===== src/sv/hilp_pkg.sv =====
`timescale 1ns / 1ps
`default_nettype none

package hilp_pkg;

    localparam int KEY_W       = 31;
    localparam int CFG_W       = 10;
    localparam int SLOT_W      = 9;
    localparam int IN_TDATA_W  = 32;
    localparam int OUT_TDATA_W = 24;
    localparam int STEP_CNT_W  = $clog2(KEY_W);

    typedef enum logic [3:0] {
        ST_CLEAR,
        ST_IDLE,
        ST_MOD_KEY,
        ST_HOME_RD,
        ST_HOME_CHK,
        ST_MOD_OCC,
        ST_PROBE_RD,
        ST_PROBE_CHK,
        ST_DONE
    } t_state;

endpackage

`default_nettype wire


===== src/sv/hilp_modu.sv =====
`timescale 1ns / 1ps
`default_nettype none

module hilp_modu import hilp_pkg::*; #(
    parameter int IW  = 9,
    parameter int SZW = 10
) (
    input  wire              i_clk,
    input  wire              i_rst_n,
    input  wire              i_start,
    input  wire  [KEY_W-1:0] i_num,
    input  wire  [SZW-1:0]   i_divisor,
    output logic             o_done,
    output logic [IW-1:0]    o_rem
);

    logic                  r_busy;
    logic                  r_done;
    logic [STEP_CNT_W-1:0] r_cnt;
    logic [KEY_W-1:0]      r_num;
    logic [IW-1:0]         r_rem;

    logic [IW:0]           w_shift;
    logic [IW:0]           w_div;
    logic [IW:0]           w_diff;
    logic [IW-1:0]         n_rem;

    // one restoring step a cycle: bring in the next dividend bit, subtract if it fits
    always_comb begin
        w_shift = {r_rem, r_num[KEY_W-1]};
        w_div   = (IW+1)'(i_divisor);
        w_diff  = w_shift - w_div;
        if (w_shift >= w_div) begin
            n_rem = w_diff[IW-1:0];
        end else begin
            n_rem = w_shift[IW-1:0];
        end
    end

    always_ff @(posedge i_clk) begin
        if (!i_rst_n) begin
            r_busy <= 1'b0;
            r_done <= 1'b0;
        end else begin
            r_done <= 1'b0;
            if (i_start) begin
                r_busy <= 1'b1;
            end else if (r_busy && r_cnt == '0) begin
                r_busy <= 1'b0;
                r_done <= 1'b1;
            end
        end
    end

    always_ff @(posedge i_clk) begin
        if (i_start) begin
            r_num <= i_num;
            r_rem <= '0;
            r_cnt <= STEP_CNT_W'(KEY_W - 1);
        end else if (r_busy) begin
            r_num <= {r_num[KEY_W-2:0], 1'b0};
            r_rem <= n_rem;
            r_cnt <= r_cnt - 1'b1;
        end
    end

    assign o_done = r_done;
    assign o_rem  = r_rem;

endmodule

`default_nettype wire


===== config.mk =====
export PLATFORM = sky130hd
export DESIGN_NAME = hilp_modu
export DESIGN_NICKNAME = d
export VERILOG_FILES = /design/src/sv/hilp_pkg.sv /design/src/sv/hilp_modu.sv
export SDC_FILE = /design/constraint.sdc
export NUM_CORES = 1
export LEC_CHECK = 0
export BUFFER_PORTS_ARGS = -buffer_cell sky130_fd_sc_hd__buf_4
export CORE_AREA = 2 2 78 88
export CTS_BUF_LIST = sky130_fd_sc_hd__clkbuf_16
export CTS_CLUSTER_DIAMETER = 80
export CTS_CLUSTER_SIZE = 16
export DETAILED_ROUTE_END_ITERATION = 10
export DIE_AREA = 0 0 80 90
export GPL_TIMING_DRIVEN = 0
export HOLD_SLACK_MARGIN = 0.1
export PLACE_DENSITY = 0.61
export SLEW_MARGIN = 20
export SYNTH_ARGS = -nofsm -noshare
export SYNTH_HDL_FRONTEND = slang
export SYNTH_SLANG_ARGS = --single-unit

===== constraint.sdc =====
create_clock -name i_clk -period 4.8 [get_ports i_clk]
set_input_delay 0.72 -clock i_clk [delete_from_list [all_inputs] [get_ports i_clk]]
set_output_delay 0.72 -clock i_clk [all_outputs]
set_load 0.03 [all_outputs]

==> reports/results.ini, run 1 <==
[critical_path]
path_max_fanout=6
critical-path-top-delay-family=compound AO/OA/AOI/OAI gates
r2r_slack_ns=2.37
required_ns=4.95
cp-end-kind=flip-flop
cp_cell_sequence=buf_4 -> inv_1 -> ha_1 -> and3_1 -> a21boi_0 -> mux2_2 -> a2111oi_0 -> o21ai_0
cp_slowest_cell=a2111oi_0
crit_cells=8
cp_num_buf_inv=2
crit_start=i_divisor[5]
critPathLaunchType=input pin
r2r_cells=10
crit_end=o_rem[7]$_SDFFE_PP0P_
worstPathArrival_ns=2.65
crit_type=in -> reg
r2r-start=r_num[30]$_DFFE_PP_
r2r_end=o_rem[4]$_SDFFE_PP0P_
cpPeakStageDelay_ns=0.43

[yosys]
synth_seq_area_share_pct=50.99
yosys.area.top_type=edfxtp_1
synth-compound-area-share_pct=9.485
yosysMostFrequentCell=mux2_2
synth_mux_area_share_pct=16.73
synth-adder-area-share_pct=6.425
synthFlopType=edfxtp_1
synth-simple-area-share_pct=9.179
yosys_warnings=0
synth-edff-count=31
syn_avg_cell_area_um2=12.15
ys_types=40
synth_nets=258
ys_async_sr_fraction_pct=0
yosysTopAreaCellShare_pct=37.94
synthXorXnorAreaFrac_pct=3.213
synth-seq-cells=47
synth.area.top_cells=edfxtp_1, mux2_2, dfxtp_1
synth_common_cells=mux2_2, edfxtp_1, inv_1
synth_area_mm2=0.002454
netlist_instances=202
synth_top_family_by_area=multiplexers

[pwr]
power.leakage_nw=1.310
internal-power_mw=0.7453
totalPowerFinal_mw=0.9725
power_density_mw_per_mm2=315.5
switchingPower_mw=0.2272
swShare_pct=23.36
power_frac_seq_pct=50.2
clock_power_share_pct=33.4
irDropWorstVdd_v=0.0002191
comb_power_share_pct=16.4

[timing]
hold_slack_ns=0.5028
setup_ws_ns=2.295
setup_viol=0
max_freq_ghz=0.3993
hold_violations=0
rsz0062_at_grt=false
worst_slew_pin_slew_ns=0.6655
finClkSkew_ns=0.004720
finalCritPeriodShare_pct=52.18
relSlewSlack_pct=55.57
fin_setup_tns_ns=0
drv_slew=0
timing.final.crit_period_ns=2.505

[die]
design.core.area_mm2=0.006361
initial_core_util_pct=38.57
dieArea_mm2=0.007200
rows=31
io_pins=54
fp.dieW_um=80
dieHeight_um=90

[detailed_routing]
antenna_left=0
firstDrtPassIters=4
drt-initial-drc-count=66
num_vias=1668
drc=0
wl_um=4550
wire_per_inst_um=13.23
viasPerCell=4.849

[clocking]
cts_sinks=47
post_cts_buffers=0
cts_root_buf=clkbuf_16
clk_pin_slew_ns=0.06
clock_path_buffers=2
ctsResizeCount=0
cts_buffers=5
htreeDepth=2
clock_latency_ns=0.29
cts_tree=built
cts_hold_buffers=0

[placed_design]
numPortBuffers=52
place_ws_ns=2.027
hpwl_um=3365
gp_congestion=0.7821

[grt]
grt_pass1_wl_um=7534
grt_pass1_vias=1633
antenna_found_initial=0
grt_use_total_pct=13.16
gr-total-overflow=0
grt_max_degree=32

[job]
cap_violations=0

[layout]
fin_nets=317
drive_above_1_share_pct=37.02
fin_util_pct=48.47
antenna_cells=0
areaGrowthSynthToFinish_pct=25.65

[status]
status=finished, final reports clean

[worst_hold_path]
hp-class=reg -> reg

state kept, by name, indices dropped and copies added (netlist names):
register and count:
o_done 1, r_cnt 5, o_rem 9, r_busy 1, r_num 31
kinds of logic after synthesis:
family	count (synthesis)
flops	47
xor+xnor	9
simple gates	43
fa+ha+maj	12
compound gates	30
mux	37
buf+inv	24
stage by stage:
step	area, um2	std cells
after floorplan	2454	202
after global placement	2947	336
after detailed placement	2947	336
after CTS	3083	344
after global routing	3083	344
final	3083	344
power by group through the flow:
| stage | clock (mW) | combinational (mW) | sequential, mW |
|---|---|---|---|
| after floorplan | 0 | 0.101 | 0.500 |
| after global placement | 0 | 0.158 | 0.497 |
| after detailed placement | 0 | 0.161 | 0.497 |
| after CTS | 0.333 | 0.162 | 0.489 |
| after global routing | 0.346 | 0.177 | 0.492 |
| final | 0.325 | 0.159 | 0.488 |
how the worst min path moves through the flow:
stage                          start               endpoint  slack [ns]  depth (start not counted)
3_5_place_dp   r_cnt[4]$_SDFFE_PP1P_  r_cnt[4]$_SDFFE_PP1P_        0.49                          2
6_report       r_cnt[4]$_SDFFE_PP1P_  r_cnt[4]$_SDFFE_PP1P_        0.50                          2
3_3_place_gp   r_cnt[4]$_SDFFE_PP1P_  r_cnt[4]$_SDFFE_PP1P_        0.48                          2
5_1_grt        r_cnt[3]$_SDFFE_PP1P_  r_cnt[3]$_SDFFE_PP1P_        0.55                          2
2_1_floorplan  r_cnt[4]$_SDFFE_PP1P_  r_cnt[4]$_SDFFE_PP1P_        0.46                          2
4_1_cts        r_cnt[4]$_SDFFE_PP1P_  r_cnt[4]$_SDFFE_PP1P_        0.51                          2
metal layers:
layer  up-vias  routed length, um  GRT usage (%)
li1        860                  -              -
met1       765               2158          17.87
met2        38               2135          20.49
met3         5                214          3.916
met4         0                 41          3.390
met5         -                  0              0
worst min-delay path, stage by stage, from the launching register on:
cell	delay, ns
dfxtp_1	0.34
xnor2_1	0.07
nand2b_1	0.05
cell usage in the layout, fill, tap and decap left out, types with 2 or more instances in the layout:
cell,instances
buf_4,52
mux2_2,32
edfxtp_1,31
inv_1,17
dfxtp_1,16
ha_1,11
nor2_1,9
nand2_1,8
xnor2_1,7
clkbuf_1,6
o21ai_0,5
nand2b_1,5
mux2i_1,5
clkbuf_16,5
a21oi_1,4
nor3_1,4
a21o_1,3
nor2b_1,3
and3_1,3
nand3_1,3
a32oi_1,3
a211oi_1,3
a2111oi_0,2
or2_2,2
a311oi_1,2
xor2_1,2
clkinv_1,2
layout make-up:
| cell class | instances | area [um2] |
|---|---|---|
| Clock buffer | 5 | 125.1 |
| Timing Repair Buffer | 52 | 390.4 |
| Sequential cell | 47 | 1251 |
| Buffer | 7 | 33.78 |
| Clock inverter | 3 | 11.26 |
| Tap cell | 82 | 102.6 |
| Inverter | 17 | 63.81 |
| Multi-Input combinational cell | 131 | 1105 |
| Fill cell | 597 | 3278 |
Power figures use the tool's default switching activity.
==> inputs of run 2 (changes only) <==
- ABC_AREA: not set -> 1
- CORE_AREA: 2 2 78 88 -> 2 2 80 90
- DIE_AREA: 0 0 80 90 -> 0 0 82 92
- clock period: 4.8 -> 2.49 ns (I/O delays scaled with it)
==> reports/results.ini, run 2 <==
[status]
status=finished, final reports clean

[pwr]
comb_power_share_pct=13.1
power_density_mw_per_mm2=553.2
totalPowerFinal_mw=1.778
power_frac_seq_pct=52.0
internal-power_mw=1.370
irDropWorstVdd_v=0.0004488
clock_power_share_pct=34.9
power.leakage_nw=1.687
switchingPower_mw=0.4084
swShare_pct=22.97

[detailed_routing]
num_vias=2155
drt-initial-drc-count=33
drc=0
wl_um=4941
firstDrtPassIters=4
antenna_left=0
viasPerCell=4.556
wire_per_inst_um=10.45

[timing]
finalCritPeriodShare_pct=75.71
relSlewSlack_pct=56.76
worst_slew_pin_slew_ns=0.6476
max_freq_ghz=0.5304
drv_slew=0
setup_ws_ns=0.6048
setup_viol=0
fin_setup_tns_ns=0
timing.final.crit_period_ns=1.885
finClkSkew_ns=0.008007
hold_violations=0
rsz0062_at_grt=false

[yosys]
yosys_warnings=0
synth_seq_area_share_pct=48.47
yosysTopAreaCellShare_pct=36.06
netlist_instances=328
synth-seq-cells=47
syn_avg_cell_area_um2=7.870
yosysMostFrequentCell=nand2_1
synth-edff-count=31
synth_area_mm2=0.002581
yosys.area.top_type=edfxtp_1
ys_types=29
synth_common_cells=nand2_1, inv_1, edfxtp_1
ys_async_sr_fraction_pct=0
synthFlopType=edfxtp_1
synth.area.top_cells=edfxtp_1, nand2_1, dfxtp_1
synth_nets=384

[die]
initial_core_util_pct=38.37
dieHeight_um=92
dieArea_mm2=0.007544
io_pins=54
design.core.area_mm2=0.006726
rows=32
fp.dieW_um=82

[layout]
largest_reg_flops=31
fin_nets=443
fin_util_pct=47.79
drive_above_1_share_pct=19.59
antenna_cells=0
final_common_cell=nand2_1
areaGrowthSynthToFinish_pct=24.53
largest-register=r_num
layout_common_cells=nand2_1, buf_4, inv_1

[clocking]
cts_sinks=47
ctsResizeCount=0
cts_hold_buffers=0
cts_buffers=5
clk_pin_slew_ns=0.06
cts_tree=built
htreeDepth=2
post_cts_buffers=0
clock_latency_ns=0.28
cts_root_buf=clkbuf_16
clock_path_buffers=2

[worst_hold_path]
hp-class=in -> reg
hold_depth=3
hold_end=r_busy$_SDFFE_PN0P_
hold_start=i_rst_n

[job]
cap_violations=0

[grt]
gr-total-overflow=0
grt_max_degree=33
grt_pass1_vias=2127
antenna_found_initial=0
grt_pass1_wl_um=8990
grt_use_total_pct=15.09

[placed_design]
hpwl_um=3776
gp_congestion=0.7420
place_ws_ns=0.5892
numPortBuffers=52

[critical_path]
critPathLaunchType=flip-flop
worstPathArrival_ns=2.11
crit_type=reg -> reg
required_ns=2.71
r2r_slack_ns=0.60
r2r_end=o_rem[8]$_SDFFE_PP0P_
cp-end-kind=flip-flop
r2r_cells=11
path_max_fanout=10
r2r-start=r_num[30]$_DFFE_PP_

## run 2: cell types whose count changed in the layout (fill, tap and decap cells not counted), moves of 4 or more
cell      previous run  this run
mux2_2              32         0
mux2i_1              5         0
nand2_2              1         5
nand2b_1             5         0
nand2_1              8       152
xnor2_1              7         3
nand4_1              0        10
nor2_2               0         4
nand3_1              3        15
nor3_1               4         0
inv_1               17        41
## run 2: worst max-delay path by stage
stage,startpoint,end,slack [ns],depth (start not counted)
final,r_num[30]$_DFFE_PP_,o_rem[8]$_SDFFE_PP0P_,0.60,11
after global routing,r_num[30]$_DFFE_PP_,o_rem[8]$_SDFFE_PP0P_,0.45,11
after CTS,r_num[30]$_DFFE_PP_,o_rem[8]$_SDFFE_PP0P_,0.61,11
after detailed placement,i_divisor[0],o_rem[8]$_SDFFE_PP0P_,0.59,11
after global placement,i_start,r_num[5]$_DFFE_PP_,0.50,3
after floorplan,r_num[30]$_DFFE_PP_,o_rem[8]$_SDFFE_PP0P_,0.83,11
## run 2: final cells by class
cell class | count | area [um2]
plain buffers | 8 | 32.53
clock buffers | 5 | 125.1
clock inverters | 3 | 11.26
fillers | 704 | 3512
inverters | 44 | 165.2
multi-input cells | 229 | 1132
flip-flops and latches | 47 | 1251
well taps | 85 | 106.4
repair buffers | 52 | 390.4
## run 2: power groups by stage
stage	sequential, mW	clock, mW	combinational (mW)
after global placement	0.941	0	0.233
final	0.925	0.620	0.233
after global routing	0.933	0.679	0.271
after floorplan	0.940	0	0.143
after detailed placement	0.941	0	0.236
after CTS	0.925	0.645	0.237
## run 2: kinds of logic (layout without fill, tap and decap cells)
logic type	count (synthesis)	after routing	share of synthesized area (%)
XOR/XNOR	3	3	1.018
adder cells (fa/ha/maj)	12	12	6.108
buffers and inverters	52	112	7.659
flip-flops	47	47	48.47
AO/OA/AOI/OAI	10	10	2.569
AND/OR/NAND/NOR	204	204	34.17
## run 2: routing by layer
metal | track usage, % | up-vias | wire length (um)
li1 | - | 1149 | -
met1 | 17.57 | 955 | 2190
met2 | 26.96 | 47 | 2471
met3 | 3.346 | 4 | 244
met4 | 4.583 | 0 | 34
met5 | 0 | - | 0
## run 2: metrics by stage
stage	area (um2)	hold WS (ns)	instances
after detailed placement	3078	0.4683	465
after global routing	3214	0.3447	473
after floorplan	2581	0.4432	328
final	3214	0.3313	473
after CTS	3214	0.3287	473
after global placement	3078	0.4662	465
## run 2: worst max-delay path: stages, from the launching register on
cell and delay (ns):
edfxtp_1 0.35, inv_1 0.09, ha_1 0.14, inv_1 0.06, fa_1 0.42, nand2_1 0.13, nand3_2 0.10, nand2_4 0.14
nand3_4 0.13, nand2_1 0.10, nand3_1 0.08, nand2_1 0.08
==> inputs of run 3 (changes only) <==
- clock period: 2.49 -> 1.9 ns (I/O delays scaled with it)
==> reports/results.ini, run 3 (synthesized netlist as in run 2, its figures left out) <==
[critical_path]
cp_num_buf_inv=3
worstPathArrival_ns=2.03
path_max_fanout=6
cp-end-kind=flip-flop
critical-path-top-delay-family=adder cells
cp_cell_sequence=inv_2 -> ha_1 -> inv_1 -> fa_2 -> nand2_2 -> nand3_4 -> nand2_4 -> buf_4 -> nand4_1 -> nand3_1 -> nand2_1
crit_type=reg -> reg
cp_slowest_cell=fa_2
critPathLaunchType=flip-flop
cpPeakStageDelay_ns=0.42
required_ns=2.07

[timing]
finalCritPeriodShare_pct=97.84
worst_slew_pin_slew_ns=0.6476
fin_setup_tns_ns=0
setup_viol=0
max_freq_ghz=0.5379
timing.final.crit_period_ns=1.859
hold_slack_ns=0.2417
rsz0062_at_grt=true
finClkSkew_ns=0.007803
setup_ws_ns=0.04096
hold_violations=0
relSlewSlack_pct=56.76
drv_slew=0

[placed_design]
place_ws_ns=0.02077
hpwl_um=3776
gp_congestion=0.7420
numPortBuffers=52
placed_cell_area_mm2=0.003078

[layout]
fin_nets=449
stdcell_area_mm2=0.003281
antenna_cells=0
areaGrowthSynthToFinish_pct=27.10
largest-register=r_num
layout_common_cells=nand2_1, buf_4, inv_1
final_common_cell=nand2_1
drive_above_1_share_pct=22.08
largest_reg_flops=31

[clocking]
cts_tree=built
htreeDepth=2
clk_pin_slew_ns=0.06
clock_latency_ns=0.28
cts_hold_buffers=0
clock_path_buffers=2
cts_buffers=5
cts_sinks=47
cts_root_buf=clkbuf_16

[grt]
gr-total-overflow=0
antenna_found_initial=0
grt_pass1_vias=2127
grt_use_total_pct=15.09
grt_max_degree=33
grt_pass1_wl_um=8990

[status]
status=finished, final reports clean

[pwr]
totalPowerFinal_mw=2.345
power.leakage_nw=1.727
irDropWorstVdd_v=0.0005882
power_density_mw_per_mm2=714.8

[die]
dieArea_mm2=0.007544
fp.dieW_um=82
io_pins=54
initial_core_util_pct=38.37
dieHeight_um=92
design.core.area_mm2=0.006726
rows=32

[detailed_routing]
firstDrtPassIters=4
antenna_left=0
wl_um=5142
wire_per_inst_um=10.73
drc=0
viasPerCell=4.557
drt-initial-drc-count=34
num_vias=2183

[job]
cap_violations=0

[worst_hold_path]
hp-class=in -> reg

-- run 3: per-stage QoR --
step,utilization [%],std cells
2_1_floorplan,-,328
3_3_place_gp,45.76,465
3_5_place_dp,45.76,465
4_1_cts,47.79,473
5_1_grt,48.77,479
6_report,48.77,479
-- run 3: final timing paths --
check	startpoint	end	slack [ns]	depth (start not counted)
hold reg to reg	o_rem[8]$_SDFFE_PP0P_	o_rem[8]$_SDFFE_PP0P_	0.47	2
setup reg to reg	r_num[30]$_DFFE_PP_	o_rem[6]$_SDFFE_PP0P_	0.04	11
hold / removal	i_rst_n	r_busy$_SDFFE_PN0P_	0.24	3
setup / recovery	r_num[30]$_DFFE_PP_	o_rem[6]$_SDFFE_PP0P_	0.04	11
-- run 3: worst register-to-register path: stages, from the launching register on --
cell and delay (ns):
edfxtp_1 0.37, inv_2 0.08, ha_1 0.15, inv_1 0.07
fa_2 0.42, nand2_2 0.11, nand3_4 0.09, nand2_4 0.13
buf_4 0.12, nand4_1 0.07, nand3_1 0.10, nand2_1 0.05
-- run 3: layer usage --
layer | GRT usage (%) | vias to the layer above | part of all wire (%)
met3 | 3.346 | 5 | 4.8
met1 | 17.57 | 963 | 44
met2 | 26.96 | 50 | 51
met4 | 4.583 | 0 | 0.95
li1 | - | 1165 | -
met5 | 0 | - | 0
-- run 3: cell type report --
class	count	area, um2
buffer	8	32.53
clock buffer	5	125.1
clock inverter	3	11.26
fill	698	3446
inverter	44	165.2
multi-input combinational	231	1169
sequential	47	1251
tap	85	106.4
timing repair buffer	56	420.4
-- run 3: power breakdown --
group / total, mW / switching (mW) / internal (mW)
sequential: 1.21 / 0.0269 / 1.19
clock: 0.814 / 0.341 / 0.473
combinational: 0.319 / 0.174 / 0.144
total: 2.34 / 0.542 / 1.80
-- run 3: what timing repair did --
action,in CTS,in global routing
setup endpoints to repair,0,9
buffers inserted,0,4
resized for setup,0,6
